## src/hw/rtl/session_progress_color_resolver_top_assert.svh

```systemverilog
// Assertion macros for the session progress color resolver; empty when synthesizing.
`ifndef SESSION_PROGRESS_COLOR_RESOLVER_TOP_ASSERT_SVH
`define SESSION_PROGRESS_COLOR_RESOLVER_TOP_ASSERT_SVH

`ifndef SYNTHESIS

// Check a property at every clock edge outside of reset.
`define SPCR_ASSERT(lbl, clk, rst_n, prop) \
  lbl: assert property (@(posedge clk) disable iff (!rst_n) prop) \
    else $error("spcr assertion failed");

// Check a property at every clock edge, reset included.
`define SPCR_ASSERT_ALWAYS(lbl, clk, prop) \
  lbl: assert property (@(posedge clk) prop) \
    else $error("spcr assertion failed");

`else

`define SPCR_ASSERT(lbl, clk, rst_n, prop)
`define SPCR_ASSERT_ALWAYS(lbl, clk, prop)

`endif

`endif

```

## src/hw/rtl/spcr_pkg.sv

```systemverilog
// Shared types and constants of the session progress color resolver.
package spcr_pkg;

  localparam int unsigned ModeW     = 3;
  localparam int unsigned ProgressW = 8;
  localparam int unsigned ElapsedW  = 32;
  localparam int unsigned ChanW     = 8;

  // Light mode codes
  localparam logic [ModeW-1:0] MODE_OFF       = 3'd0;
  localparam logic [ModeW-1:0] MODE_ACTIVE    = 3'd1;
  localparam logic [ModeW-1:0] MODE_PAUSED    = 3'd2;
  localparam logic [ModeW-1:0] MODE_OVERTIME  = 3'd3;
  localparam logic [ModeW-1:0] MODE_EMERGENCY = 3'd4;

  // Gradient breakpoints in percent
  localparam logic [ProgressW-1:0] PROGRESS_MAX = 8'd100;
  localparam logic [6:0]           SEG_YO_START = 7'd50;
  localparam logic [6:0]           SEG_OR_START = 7'd75;

  // Rounding offsets: half of 50 and half of 25
  localparam logic [14:0] HALF_50 = 15'd25;
  localparam logic [12:0] HALF_25 = 13'd12;

  // Divide by 25 as multiply by ceil(2^17 / 25) and shift, exact below 43690
  localparam logic [12:0] RECIP_25    = 13'd5243;
  localparam int unsigned RECIP_SHIFT = 17;
  localparam int unsigned NumW        = 13;
  localparam int unsigned ProdW       = 26;

  // Channel levels of the gradient colors
  localparam logic [ChanW-1:0] CHAN_FULL     = 8'd255;
  localparam logic [ChanW-1:0] CHAN_ORANGE_G = 8'd128;
  localparam logic [ChanW-1:0] CHAN_ZERO     = 8'd0;

  // Blink: residues of powers of two modulo the 1000 ms period
  localparam logic [9:0]  RES_2P16    = 10'd536;
  localparam logic [7:0]  RES_2P13    = 8'd192;
  localparam logic [4:0]  RES_2P10    = 5'd24;
  localparam logic [10:0] BLINK_PERIOD = 11'd1000;
  localparam logic [10:0] BLINK_ON     = 11'd500;

  typedef enum logic [1:0] {
    SRC_BLACK,
    SRC_GRAD,
    SRC_BLINK
  } color_src_e;

  typedef enum logic [1:0] {
    SEG_GY,
    SEG_YO,
    SEG_OR
  } grad_seg_e;

  // Load enables of the two datapath stages ahead of the output register
  typedef struct packed {
    logic s1;
    logic s2;
  } stage_en_t;

endpackage

```

## src/hw/rtl/spcr_if.sv

```systemverilog
// Valid/ready channel interfaces for input items and result colors.
interface spcr_item_if;
  import spcr_pkg::*;

  logic                 valid;
  logic                 ready;
  logic [ModeW-1:0]     mode;
  logic [ProgressW-1:0] progress;
  logic [ElapsedW-1:0]  elapsed_ms;

  modport source (output valid, output mode, output progress, output elapsed_ms,
                  input ready);
  modport sink   (input valid, input mode, input progress, input elapsed_ms,
                  output ready);
endinterface

interface spcr_color_if;
  import spcr_pkg::*;

  logic             valid;
  logic             ready;
  logic [ChanW-1:0] red;
  logic [ChanW-1:0] green;
  logic [ChanW-1:0] blue;

  modport source (output valid, output red, output green, output blue,
                  input ready);
  modport sink   (input valid, input red, input green, input blue,
                  output ready);
endinterface

```

## src/hw/rtl/spcr_grad.sv

```systemverilog
// Progress gradient datapath: segment pick, numerator, divide by 25, blend.
module spcr_grad (
  input  logic                          clk_i,
  input  spcr_pkg::stage_en_t           en_i,
  input  logic [spcr_pkg::ProgressW-1:0] progress_i,
  output logic [spcr_pkg::ChanW-1:0]    red_o,
  output logic [spcr_pkg::ChanW-1:0]    green_o
);
  import spcr_pkg::*;

  logic [6:0]      pct;
  logic [6:0]      ofs;
  logic [14:0]     p255;
  grad_seg_e       seg_d;
  logic [NumW-1:0] num_d;
  grad_seg_e       seg1_q, seg2_q;
  logic [NumW-1:0] num1_q;
  logic [ProdW-1:0] prod2_q;
  logic [ChanW-1:0] quo;

  // Clamp progress and form the rounded numerator of the segment
  always_comb begin
    pct  = (progress_i > PROGRESS_MAX) ? PROGRESS_MAX[6:0] : progress_i[6:0];
    p255 = {pct, 8'b0} - {8'b0, pct};
    ofs  = '0;
    if (pct <= SEG_YO_START) begin
      seg_d = SEG_GY;
      num_d = NumW'((p255 + HALF_50) >> 1);
    end else if (pct <= SEG_OR_START) begin
      seg_d = SEG_YO;
      ofs   = pct - SEG_YO_START;
      num_d = {1'b0, ofs[4:0], 7'b0} - {8'b0, ofs[4:0]} + HALF_25;
    end else begin
      seg_d = SEG_OR;
      ofs   = pct - SEG_OR_START;
      num_d = {1'b0, ofs[4:0], 7'b0} + HALF_25;
    end
  end

  // Stage 1: hold segment and numerator
  always_ff @(posedge clk_i) begin
    if (en_i.s1) begin
      seg1_q <= seg_d;
      num1_q <= num_d;
    end
  end

  // Stage 2: multiply by the reciprocal of 25
  always_ff @(posedge clk_i) begin
    if (en_i.s2) begin
      seg2_q  <= seg1_q;
      prod2_q <= ProdW'(num1_q * RECIP_25);
    end
  end

  // Take the quotient and blend from the segment start color
  always_comb begin
    quo = prod2_q[RECIP_SHIFT +: ChanW];
    case (seg2_q)
      SEG_GY: begin
        red_o   = quo;
        green_o = CHAN_FULL;
      end
      SEG_YO: begin
        red_o   = CHAN_FULL;
        green_o = CHAN_FULL - quo;
      end
      SEG_OR: begin
        red_o   = CHAN_FULL;
        green_o = CHAN_ORANGE_G - quo;
      end
      default: begin
        red_o   = CHAN_ZERO;
        green_o = CHAN_ZERO;
      end
    endcase
  end

endmodule

```

## src/hw/rtl/spcr_blink.sv

```systemverilog
// Blink phase datapath: elapsed time folded modulo 1000 ms over the pipeline.
module spcr_blink (
  input  logic                         clk_i,
  input  spcr_pkg::stage_en_t          en_i,
  input  logic [spcr_pkg::ElapsedW-1:0] elapsed_ms_i,
  output logic                         on_o
);
  import spcr_pkg::*;

  logic [25:0] fold1_q;
  logic [19:0] fold2_q;
  logic [14:0] fold3;
  logic [10:0] fold4;
  logic [10:0] phase;

  // Stage 1: fold the upper half using 2^16 mod 1000
  always_ff @(posedge clk_i) begin
    if (en_i.s1) begin
      fold1_q <= 26'(elapsed_ms_i[31:16] * RES_2P16) + 26'(elapsed_ms_i[15:0]);
    end
  end

  // Stage 2: fold above bit 13 using 2^13 mod 1000
  always_ff @(posedge clk_i) begin
    if (en_i.s2) begin
      fold2_q <= 20'(fold1_q[25:13] * RES_2P13) + 20'(fold1_q[12:0]);
    end
  end

  // Fold twice above bit 10, then one conditional subtract gives the phase
  always_comb begin
    fold3 = 15'(fold2_q[19:10] * RES_2P10) + 15'(fold2_q[9:0]);
    fold4 = 11'(fold3[14:10] * RES_2P10) + 11'(fold3[9:0]);
    phase = (fold4 >= BLINK_PERIOD) ? fold4 - BLINK_PERIOD : fold4;
    on_o  = (phase < BLINK_ON);
  end

endmodule

```

## src/hw/rtl/session_progress_color_resolver_top.sv

```systemverilog
// Top level of the session progress color resolver: stage control and output register.
//
//   channel  dir  beat
//   item_i   in   mode[2:0], progress[7:0], elapsed_ms[31:0]
//   color_o  out  red[7:0], green[7:0], blue[7:0]
//
// One color per item, one item per cycle when the output is taken.
// Items pass through two datapath stages and the output register; the stages
// carry the divide-by-25 multiply and the modulo-1000 folding chain.
// Reset empties every stage; payload registers are not reset.
// Each stage loads when it is empty or its successor moves, so bubbles
// close up behind a stalled output and no beat is lost or repeated.
`include "session_progress_color_resolver_top_assert.svh"

module session_progress_color_resolver_top (
  input  logic         clk_i,
  input  logic         rst_ni,
  spcr_item_if.sink    item_i,
  spcr_color_if.source color_o
);
  import spcr_pkg::*;

  logic             v1_q, v2_q, v3_q;
  logic             rdy1, rdy2, rdy3;
  stage_en_t        en;
  color_src_e       src_d, src1_q, src2_q;
  logic [ChanW-1:0] grad_r, grad_g;
  logic             blink_on;
  logic [ChanW-1:0] red_d, green_d;
  logic [ChanW-1:0] red_q, green_q;

  // Advance a stage when it is empty or the next one takes its beat
  assign rdy3   = !v3_q || color_o.ready;
  assign rdy2   = !v2_q || rdy3;
  assign rdy1   = !v1_q || rdy2;
  assign en.s1  = rdy1;
  assign en.s2  = rdy2;
  assign item_i.ready = rdy1;

  always_ff @(posedge clk_i or negedge rst_ni) begin
    if (!rst_ni) begin
      v1_q <= 1'b0;
      v2_q <= 1'b0;
      v3_q <= 1'b0;
    end else begin
      if (rdy1) v1_q <= item_i.valid;
      if (rdy2) v2_q <= v1_q;
      if (rdy3) v3_q <= v2_q;
    end
  end

  // Decode the mode into a color source
  always_comb begin
    case (item_i.mode)
      MODE_ACTIVE, MODE_PAUSED:      src_d = SRC_GRAD;
      MODE_OVERTIME, MODE_EMERGENCY: src_d = SRC_BLINK;
      default:                       src_d = SRC_BLACK;
    endcase
  end

  always_ff @(posedge clk_i) begin
    if (en.s1) src1_q <= src_d;
    if (en.s2) src2_q <= src1_q;
  end

  spcr_grad u_grad (
    .clk_i      (clk_i),
    .en_i       (en),
    .progress_i (item_i.progress),
    .red_o      (grad_r),
    .green_o    (grad_g)
  );

  spcr_blink u_blink (
    .clk_i        (clk_i),
    .en_i         (en),
    .elapsed_ms_i (item_i.elapsed_ms),
    .on_o         (blink_on)
  );

  // Pick the final color from the source
  always_comb begin
    case (src2_q)
      SRC_GRAD: begin
        red_d   = grad_r;
        green_d = grad_g;
      end
      SRC_BLINK: begin
        red_d   = blink_on ? CHAN_FULL : CHAN_ZERO;
        green_d = CHAN_ZERO;
      end
      default: begin
        red_d   = CHAN_ZERO;
        green_d = CHAN_ZERO;
      end
    endcase
  end

  // Hold the result until the sink takes it
  always_ff @(posedge clk_i) begin
    if (rdy3) begin
      red_q   <= red_d;
      green_q <= green_d;
    end
  end

  assign color_o.valid = v3_q;
  assign color_o.red   = red_q;
  assign color_o.green = green_q;
  assign color_o.blue  = CHAN_ZERO;

  `SPCR_ASSERT(a_black_out, clk_i, rst_ni, (v2_q && rdy3 && src2_q == SRC_BLACK) |=> (color_o.red == CHAN_ZERO && color_o.green == CHAN_ZERO))
  `SPCR_ASSERT(a_grad_full, clk_i, rst_ni, (v2_q && rdy3 && src2_q == SRC_GRAD) |=> (color_o.red == CHAN_FULL || color_o.green == CHAN_FULL))
  `SPCR_ASSERT(a_blink_red, clk_i, rst_ni, (v2_q && rdy3 && src2_q == SRC_BLINK) |=> (color_o.green == CHAN_ZERO && (color_o.red == CHAN_ZERO || color_o.red == CHAN_FULL)))
  `SPCR_ASSERT_ALWAYS(a_rst_empty, clk_i, !rst_ni |-> (!v1_q && !v2_q && !v3_q))

endmodule

```

## src/flat_wrapper.sv

```systemverilog
// flat-port wrapper written by rule: the top's interface ports become plain ports
module session_progress_color_resolver_top_flat import spcr_pkg::*;
  (clk_i, rst_ni, item_i_valid, item_i_mode, item_i_progress, item_i_elapsed_ms, item_i_ready, color_o_valid, color_o_red, color_o_green, color_o_blue, color_o_ready);
  spcr_item_if item_i_i ();
  spcr_color_if color_o_i ();
  input  logic clk_i;
  input  logic rst_ni;
  input wire logic [$bits(item_i_i.valid)-1:0] item_i_valid;
  input wire logic [$bits(item_i_i.mode)-1:0] item_i_mode;
  input wire logic [$bits(item_i_i.progress)-1:0] item_i_progress;
  input wire logic [$bits(item_i_i.elapsed_ms)-1:0] item_i_elapsed_ms;
  output wire logic [$bits(item_i_i.ready)-1:0] item_i_ready;
  output wire logic [$bits(color_o_i.valid)-1:0] color_o_valid;
  output wire logic [$bits(color_o_i.red)-1:0] color_o_red;
  output wire logic [$bits(color_o_i.green)-1:0] color_o_green;
  output wire logic [$bits(color_o_i.blue)-1:0] color_o_blue;
  input wire logic [$bits(color_o_i.ready)-1:0] color_o_ready;
  assign item_i_i.valid = item_i_valid;
  assign item_i_i.mode = item_i_mode;
  assign item_i_i.progress = item_i_progress;
  assign item_i_i.elapsed_ms = item_i_elapsed_ms;
  assign item_i_ready = item_i_i.ready;
  assign color_o_valid = color_o_i.valid;
  assign color_o_red = color_o_i.red;
  assign color_o_green = color_o_i.green;
  assign color_o_blue = color_o_i.blue;
  assign color_o_i.ready = color_o_ready;
  session_progress_color_resolver_top u_core (.clk_i(clk_i), .rst_ni(rst_ni), .item_i(item_i_i), .color_o(color_o_i));
endmodule
```

## config.mk

```make
export PLATFORM = sky130hd
export DESIGN_NAME = session_progress_color_resolver_top_flat
export DESIGN_NICKNAME = d
export VERILOG_FILES = /design/src/hw/rtl/spcr_pkg.sv /design/src/hw/rtl/spcr_if.sv /design/src/hw/rtl/spcr_grad.sv /design/src/hw/rtl/spcr_blink.sv /design/src/hw/rtl/session_progress_color_resolver_top.sv /design/src/flat_wrapper.sv
export VERILOG_INCLUDE_DIRS = /design/src /design/src/hw/rtl
export SDC_FILE = /design/constraint.sdc
export NUM_CORES = 1
export LEC_CHECK = 0
export ABC_CLOCK_PERIOD_IN_PS = 5300
export CAP_MARGIN = 20
export CORE_AREA = 2 2 147 149
export CTS_BUF_LIST = sky130_fd_sc_hd__clkbuf_4
export DETAILED_ROUTE_END_ITERATION = 6
export DIE_AREA = 0 0 149 151
export DONT_BUFFER_PORTS = 1
export PLACE_DENSITY = 0.8
export SKIP_CTS_REPAIR_TIMING = 1
export SYNTH_ARGS = -nofsm -noshare
export SYNTH_HDL_FRONTEND = slang
export SYNTH_SLANG_ARGS = --single-unit
```

## constraint.sdc

```tcl
create_clock -name clk_i -period 5.3 [get_ports clk_i]
set_input_delay 1.06 -clock clk_i [delete_from_list [all_inputs] [get_ports clk_i]]
set_output_delay 1.06 -clock clk_i [all_outputs]
set_load 0.01 [all_outputs]
```

==> key figures, run 1 <==
Route
  – Initial drt markers: 372
  – ANT nets after route: 0
  – Met3 wire len: 1.276 mm
  – Met2 wire len: 12.03 mm
  – DR DRC count: 1
  – Wire length per cell: 15.15 um
  – Vias/cell: 5.715
  – Drt pass-1 iters: 7
  – Top sig layer: met4
  – Via count: 9013
  – M1 WL: 10.23 mm
  – Final Routed Wirelength: 23.89 mm

Clocking
  – CTS tree: done
  – Clk sinks: 94
  – Worst-path clk slew: 0.15 ns
  – Cts bufs inserted: 9
  – Bufs on Longest Clock Path: 2
  – Worst skew pair latency: 0.48 ns
  – CTS H-tree depth: 3
  – Clk Tree Root Cell: clkbuf_4

Layout
  – Layout net count: 1635
  – Final Util: 62.61%
  – Sequential Area: 2808 um2
  – Filler instances: 1685
  – Share of cells above drive strength 1: 11.30%
  – Area of the multi-input gates: 8436 um2
  – Synth-to-Final Area Change: 10.42%

Timing
  – Hold Violations, Final: 0
  – Clock skew: 0.02369 ns
  – Max-slew headroom: 48.26%
  – RSZ-0062 raised after global routing: true
  – Slew @ Worst Pin: 0.7705 ns
  – Fin crit share: 108.4%
  – Fin worst setup slack: -0.4455 ns
  – Final Max Tran Viols: 0
  – Fmax: 174.0 MHz
  – Final setup vio count: 8
  – Min Tclk post-route: 5.746 ns

GRT
  – Largest net degree at the start of global routing: 46
  – Overflow after GRT: 0
  – Aggregate global-route resource usage: 20.89%
  – Vias in the first global route: 8873
  – First-pass GRT wire length: 38.67 mm
  – Initial antenna violation count: 1

Synthesis
  – Top cell type by total area after synthesis: ha_1
  – Post-synth EDFFs: 91
  – Post-Synthesis Cells: 1235
  – Avg Cell Area, Syn: 9.561 um2
  – Ranking of synthesized cells by area: ha_1, edfxtp_1, fa_1
  – Yosys reg bits: 94
  – Top_reg_cell synth: edfxtp_1
  – Post-synthesis cell area: 11810 um2
  – Share of the synthesized area in the top cell type: 23.31%
  – Post-synth top cells: ha_1, inv_1, edfxtp_1
  – FFs w/ async S/R, synth: 3.191%
  – Sequential area share after synthesis: 23.78%
  – Count leader, synth: ha_1
  – YS warnings: 0
  – Distinct cells, synth: 76

Critical path
  – Setup CP Type: reg -> reg
  – Delay-heaviest family, CP: adder cells
  – Worst path slowest cell: edfxtp_1
  – Critical path startpoint category: register
  – Arrival time worst endpoint: 5.97 ns
  – Crit path max fanout: 8
  – Worst Path Buf+Inv: 4
  – CP Data Required Time: 5.52 ns
  – CP peak stage delay: 0.45 ns
  – Critical Path End Type: register

Outcome
  – Status: finished, violations left
  – Failing checks: design-rule violations, negative setup slack

Floorplan
  – Die Ht: 151 um
  – Chip width: 149 um
  – Die area: 22500 um2
  – IO Count: 73
  – CORE AREA: 20820 um2
  – Rows: 53
  – Starting density of the core: 56.71%

Place
  – IO Port Bufs: 0
  – DP Wirelength: 19.36 mm
  – RD Place Congestion: 0.8815
  – Pre-CTS setup slack: -0.3127 ns

Run
  – Max-Cap Viols: 0

Worst hold path
  – Hold Crit Class: in -> async
layout make-up:
| class | count | share of cell area, % |
|---|---|---|
| diodes | 1 | 0.01919 |
| clock buffers | 10 | 0.5758 |
| clock inverters | 6 | 0.7102 |
| inverters | 199 | 5.729 |
| multi-input cells | 922 | 64.70 |
| flip-flops and latches | 94 | 21.54 |
| well taps | 275 | 2.639 |
| repair buffers | 70 | 4.088 |
layer usage:
metal / vias up / GRT usage [%]
met2: 242 / 37.37
met3: 37 / 4.488
met4: 0 / 5.286
li1: 4471 / -
met5: - / 0
met1: 4263 / 25.70
worst register-to-register path, delay by kind of cell, from the launching register on:
family / cells / cell delay (ns)
compound gates: 10 / 1.61
xor+xnor: 3 / 0.40
fa+ha+maj: 6 / 1.85
buf+inv: 4 / 0.43
flops: 1 / 0.45
simple gates: 3 / 0.76
state kept, by name, indices dropped and copies added, names as in the netlist:
signal,cells
u_core.u_grad.seg1_q,2
u_core.color_o.green,8
u_core.u_grad.seg2_q,2
u_core.u_blink.fold1_q,26
u_core.color_o.valid,1
u_core.src1_q,2
u_core.u_grad.prod2_q,8
u_core.v2_q,1
u_core.src2_q,2
u_core.color_o.red,8
u_core.v1_q,1
u_core.u_grad.num1_q,13
u_core.u_blink.fold2_q,20
stage by stage:
stage	hold slack (ns)	setup TNS (ns)	std cells	cell area, um2
floorplan	0.4003	0	1242	11860
CTS	0.2197	-2.796	1564	12670
detailed placement	0.4045	-2.725	1548	12510
finish	0.2530	-3.378	1577	13040
global route	0.2053	-5.837	1577	13040
global placement	0.4065	-0.9564	1548	12510
cell usage in the layout (no fill, tap or decap), types with 28 or more instances in the layout:
| cell | count |
|---|---|
| ha_1 | 210 |
| inv_1 | 196 |
| edfxtp_1 | 91 |
| nor2_1 | 70 |
| fa_1 | 70 |
| buf_4 | 68 |
| a21oi_1 | 61 |
| xnor2_1 | 61 |
| nand2_1 | 52 |
| o21ai_0 | 43 |
| xor2_1 | 28 |
kinds of logic (layout without fill, tap and decap cells):
kind of cell    after synthesis  in the layout  share of synthesized area, %
xor+xnor                     96             96                         7.185
fa+ha+maj                   292            292                         35.52
other cells                   1              9                       0.03176
flops                        94             94                         23.78
simple gates                253            253                         10.70
buf+inv                     226            285                         7.449
compound gates              273            273                         15.33
worst paths after layout:
check	from	endpoint	slack, ns	depth (start not counted)
min	rst_ni	u_core.color_o.valid$_DFFE_PN0P_	0.25	0
min reg2reg	u_core.u_blink.fold1_q[5]$_DFFE_PP_	u_core.u_blink.fold2_q[5]$_DFFE_PP_	0.44	0
max in group asynchronous	rst_ni	u_core.v1_q$_DFFE_PN0P_	4.96	0
min in group clk_i	u_core.u_blink.fold1_q[5]$_DFFE_PP_	u_core.u_blink.fold2_q[5]$_DFFE_PP_	0.44	0
max reg2reg	u_core.u_blink.fold2_q[11]$_DFFE_PP_	u_core.color_o.red[7]$_DFFE_PP_	-0.45	26
max	u_core.u_blink.fold2_q[11]$_DFFE_PP_	u_core.color_o.red[7]$_DFFE_PP_	-0.45	26
Power of run 1 is left out: the tool's default activity adds up to more than one toggle a clock period on the data nets, which glitch-free logic cannot reach.
==> inputs of run 2 (changes only) <==
- CORE_AREA: 2 2 147 149 -> 2 2 189 117
- DIE_AREA: 0 0 149 151 -> 0 0 191 119
==> key figures, run 2 (same netlist as run 1, synthesis figures left out) <==
Floorplan
  – Starting density of the core: 55.48%
  – Chip width: 191 um
  – IO Count: 73
  – Die area: 22730 um2
  – CORE AREA: 21280 um2
  – Rows: 42
  – Die Ht: 119 um

Place
  – DP Cell Count: 1566
  – IO Port Bufs: 0
  – DP Wirelength: 21.27 mm
  – RD Place Congestion: 0.9410
  – Pre-CTS setup slack: -0.4375 ns

Critical path
  – CP most frequent cell: ha_1
  – Crit path max fanout: 8
  – Arrival time worst endpoint: 5.87 ns
  – Worst R2R End: u_core.color_o.red[7]$_DFFE_PP_
  – CP peak stage delay: 0.58 ns
  – CP Depth: 23
  – Worst flop-to-flop path startpoint: u_core.u_blink.fold2_q[11]$_DFFE_PP_
  – CP Cell Sequence: ha_2 -> fa_2 -> a21o_1 -> a21oi_2 -> xnor2_1 -> ha_1 -> o21ai_2 -> a21boi_1 -> o21ai_1 -> or4_4 -> xnor2_2 -> ha_1 -> a21o_1 -> a21oi_2 -> xnor2_1 -> ha_1 -> nor2b_1 -> nand3b_1 -> a32oi_1 -> nor4b_2 -> o21ai_1 -> o2111ai_2 -> o21ai_0
  – Worst Path Buf+Inv: 0
  – Delay-heaviest family, CP: compound AO/OA/AOI/OAI gates
  – CP Data Required Time: 5.56 ns
  – R2R depth: 23
  – Critical path startpoint category: register
  – Setup CP Type: reg -> reg
  – Critical Path End Type: register
  – Worst path slowest cell: or4_4
  – Internal reg-to-reg setup slack: -0.31 ns
  – Critical path destination: u_core.color_o.red[7]$_DFFE_PP_
  – Worst Setup SP: u_core.u_blink.fold2_q[11]$_DFFE_PP_

Worst hold path
  – Hold Crit Class: in -> async

Layout
  – Diodes inserted: 0
  – Filler instances: 1725
  – Most common cell after layout, fill and taps aside: ha_1
  – Top Registers: u_core.u_blink.fold1_q x26, u_core.u_blink.fold2_q x20, u_core.u_grad.num1_q x13
  – Top reg by flops: u_core.u_blink.fold1_q
  – Non-filler cells, final: 1588
  – Commonest cells after routing, fill and taps aside: ha_1, inv_1, edfxtp_1
  – Synth-to-Final Area Change: 10.16%
  – Share of cells above drive strength 1: 10.83%
  – Max reg flops: 26
  – Layout net count: 1636

Route
  – ANT nets after route: 0
  – DR DRC count: 0
  – Vias/cell: 5.703
  – Initial drt markers: 519
  – Final Routed Wirelength: 25.79 mm
  – Drt pass-1 iters: 7
  – Wire length per cell: 16.24 um
  – Via count: 9057

Timing
  – Fin worst setup slack: -0.3115 ns
  – Hold Slack: 0.2171 ns
  – Min Tclk post-route: 5.612 ns
  – Slew @ Worst Pin: 0.9241 ns
  – Fin crit share: 105.9%
  – Max-slew headroom: 38.39%
  – Clock skew: 0.01849 ns
  – Final Max Tran Viols: 0
  – Hold Violations, Final: 0
  – Final setup vio count: 8
  – RSZ-0062 raised after global routing: true
  – Fmax: 178.2 MHz
  – Sum Neg Setup Slack: -2.368 ns

Clocking
  – CTS H-tree depth: 3
  – CTS tree: done
  – Clk sinks: 94
  – Worst skew pair latency: 0.50 ns
  – Bufs on Longest Clock Path: 2
  – Worst-path clk slew: 0.17 ns
  – Cts bufs inserted: 9
  – Clk Tree Root Cell: clkbuf_4

Outcome
  – Status: finished, violations left
  – Failing checks: negative setup slack

GRT
  – Largest net degree at the start of global routing: 46
  – Initial antenna violation count: 0
  – Overflow after GRT: 0
  – Vias in the first global route: 8999
  – Aggregate global-route resource usage: 22.93%
  – First-pass GRT wire length: 42.01 mm

Run
  – Max-Cap Viols: 0
==> run 2: changes by cell type in the layout (fill, tap and decap cells not counted), sizes merged <==
cell	previous run	this run
clkbuf	10	9
buf	70	71
diode	1	0
clkinv	2	3
clkinvlp	0	1
bufinv	2	1
==> run 2: worst min-delay path by stage <==
stage	start	end	slack, ns	cells past startpoint
3_5_place_dp	u_core.u_blink.fold1_q[3]$_DFFE_PP_	u_core.u_blink.fold2_q[3]$_DFFE_PP_	0.40	0
4_1_cts	rst_ni	u_core.v1_q$_DFFE_PN0P_	0.19	0
6_report	rst_ni	u_core.v1_q$_DFFE_PN0P_	0.22	0
3_3_place_gp	u_core.u_blink.fold1_q[2]$_DFFE_PP_	u_core.u_blink.fold2_q[2]$_DFFE_PP_	0.40	0
5_1_grt	rst_ni	u_core.v1_q$_DFFE_PN0P_	0.18	0
2_1_floorplan	u_core.src1_q[0]$_DFFE_PP_	u_core.src2_q[0]$_DFFE_PP_	0.40	0
==> run 2: final cells by class <==
type	count	area, um2	area share (%)
multi-input combinational	922	8397	64.55
sequential	94	2808	21.59
inverter	199	747.0	5.743
timing repair buffer	71	536.8	4.127
tap	286	357.8	2.751
clock inverter	7	93.84	0.7214
clock buffer	9	67.56	0.5194
==> run 2: through the flow <==
step / instance area (um2) / util (%)
4_1_cts: 12730 / 59.84
5_1_grt: 13010 / 61.12
2_1_floorplan: 11860 / -
3_3_place_gp: 12570 / 59.08
6_report: 13010 / 61.12
3_5_place_dp: 12570 / 59.08
==> run 2: metal layers <==
layer	track usage [%]	up-vias	routed length, um
li1	-	4456	-
met1	32.39	4239	12080
met2	35.12	322	11180
met3	5.629	40	2027
met4	6.202	0	502
met5	0	-	0
Power of run 2 is left out for the same reason.
==> inputs of run 3 (changes only) <==
- CORE_AREA: 2 2 189 117 -> 2 2 170 130
- DIE_AREA: 0 0 191 119 -> 0 0 172 132
- PLACE_DENSITY: 0.8 -> 0.79
- SLEW_MARGIN: default -> 0
==> key figures, run 3 (same netlist as run 1, synthesis figures left out) <==
Clocking
  – Worst skew pair latency: 0.49 ns
  – Worst-path clk slew: 0.17 ns
  – Bufs on Longest Clock Path: 2
  – Cts bufs inserted: 9
  – CTS H-tree depth: 3
  – Clk Tree Root Cell: clkbuf_4
  – Clk sinks: 94
  – CTS tree: done

Layout
  – Sequential Area: 2808 um2
  – Synth-to-Final Area Change: 10.72%
  – Share of cells above drive strength 1: 11.86%
  – Filler instances: 1676
  – Layout net count: 1641
  – Top Registers: u_core.u_blink.fold1_q x26, u_core.u_blink.fold2_q x20, u_core.u_grad.num1_q x13
  – Max reg flops: 26
  – Most common cell after layout, fill and taps aside: ha_1
  – Non-filler cells, final: 1598
  – Top reg by flops: u_core.u_blink.fold1_q
  – Commonest cells after routing, fill and taps aside: ha_1, inv_1, edfxtp_1
  – Area of the multi-input gates: 8446 um2

Route
  – Vias/cell: 5.618
  – Final Routed Wirelength: 24.73 mm
  – Initial drt markers: 605
  – ANT nets after route: 0
  – Drt pass-1 iters: 7
  – Via count: 8978
  – DR DRC count: 4
  – Wire length per cell: 15.48 um

Floorplan
  – Chip width: 172 um
  – IO Count: 73
  – CORE AREA: 20950 um2
  – Die area: 22700 um2
  – Die Ht: 132 um
  – Rows: 46
  – Starting density of the core: 56.36%

Timing
  – Fin worst setup slack: -0.3938 ns
  – RSZ-0062 raised after global routing: true
  – Slew @ Worst Pin: 0.8019 ns
  – Final setup vio count: 8
  – Fin crit share: 107.4%
  – Fmax: 175.6 MHz
  – Max-slew headroom: 46.15%
  – Final Max Tran Viols: 0
  – Min Tclk post-route: 5.694 ns
  – Hold Violations, Final: 0
  – Clock skew: 0.02683 ns

Worst hold path
  – Hold Crit Class: in -> async

Critical path
  – Arrival time worst endpoint: 5.91 ns
  – Critical Path End Type: register
  – CP Data Required Time: 5.51 ns
  – Internal reg-to-reg setup slack: -0.39 ns
  – Setup CP Type: reg -> reg
  – Worst R2R End: u_core.color_o.red[4]$_DFFE_PP_
  – R2R depth: 25
  – Critical path startpoint category: register
  – Worst Setup SP: u_core.u_blink.fold2_q[11]$_DFFE_PP_
  – Worst flop-to-flop path startpoint: u_core.u_blink.fold2_q[11]$_DFFE_PP_
  – Crit path max fanout: 8

Place
  – RD Place Congestion: 0.8866
  – DP Cell Count: 1561
  – DP Wirelength: 19.86 mm
  – IO Port Bufs: 0

GRT
  – Largest net degree at the start of global routing: 45
  – Overflow after GRT: 0
  – Aggregate global-route resource usage: 21.28%
  – Vias in the first global route: 8723
  – First-pass GRT wire length: 39.53 mm
  – Initial antenna violation count: 1

Outcome
  – Failing checks: design-rule violations, negative setup slack
  – Status: finished, violations left

Run
  – Max-Cap Viols: 0
run 3: cell types whose count changed in the layout (fill, tap and decap cells not counted), sizes merged:
cell	change
clkinv	-2
bufinv	-1
buf	+5
diode	+3
clkinvlp	+1
inv	+2
run 3: worst max-delay path, stage by stage (launching register included):
cell and delay, ns:
edfxtp_1 0.48, ha_4 0.20, fa_2 0.41, a21o_1 0.20, a21oi_2 0.13, xnor2_1 0.10, ha_2 0.34, or3_1 0.12
o211ai_1 0.12, buf_4 0.17, nor4b_4 0.39, xnor2_1 0.19, buf_4 0.18, ha_4 0.21, a21o_1 0.17, a21oi_2 0.15
xnor2_1 0.15, ha_2 0.35, buf_4 0.16, o21ai_2 0.06, o211ai_1 0.20, buf_4 0.20, nor3_2 0.21, a221oi_2 0.06
o2111ai_2 0.35, o21ai_1 0.14
run 3: worst max path at each step:
stage                                            to  slack, ns  depth (start not counted)
CTS                 u_core.color_o.red[4]$_DFFE_PP_      -0.43                         23
global placement    u_core.color_o.red[6]$_DFFE_PP_      -0.14                         23
global route        u_core.color_o.red[4]$_DFFE_PP_      -0.59                         25
floorplan           u_core.color_o.red[0]$_DFFE_PP_       0.01                         23
finish              u_core.color_o.red[4]$_DFFE_PP_      -0.39                         25
detailed placement  u_core.color_o.red[4]$_DFFE_PP_      -0.36                         23
run 3: area by class of cell:
type	count	share of cell area, %
Clock inverter	7	0.4881
Antenna cell	3	0.05742
Inverter	199	5.713
Timing Repair Buffer	76	4.393
Multi-Input combinational cell	922	64.60
Tap cell	288	2.756
Sequential cell	94	21.48
Clock buffer	9	0.5168
run 3: layer usage:
| layer | routed length, um | share of wire, % | global-route usage (%) |
|---|---|---|---|
| met3 | 1584 | 6.4 | 5.704 |
| met2 | 11200 | 45 | 33.44 |
| met1 | 11560 | 47 | 29.25 |
| met5 | 0 | 0 | 0 |
| met4 | 394 | 1.6 | 5.275 |
run 3: per-stage QoR:
stage               TNS, ns  cell area (um2)  hold slack, ns  setup WS (ns)  util, %
floorplan                 0            11860          0.4003        0.01328        -
global placement     -1.078            12520          0.4030        -0.1371    59.78
detailed placement   -2.680            12520          0.4090        -0.3583    59.78
CTS                  -3.096            12650          0.2019        -0.4286    60.40
global route         -4.556            13070          0.1840        -0.5912    62.39
finish               -2.976            13070          0.2306        -0.3938    62.40
Power of run 3 is left out for the same reason.
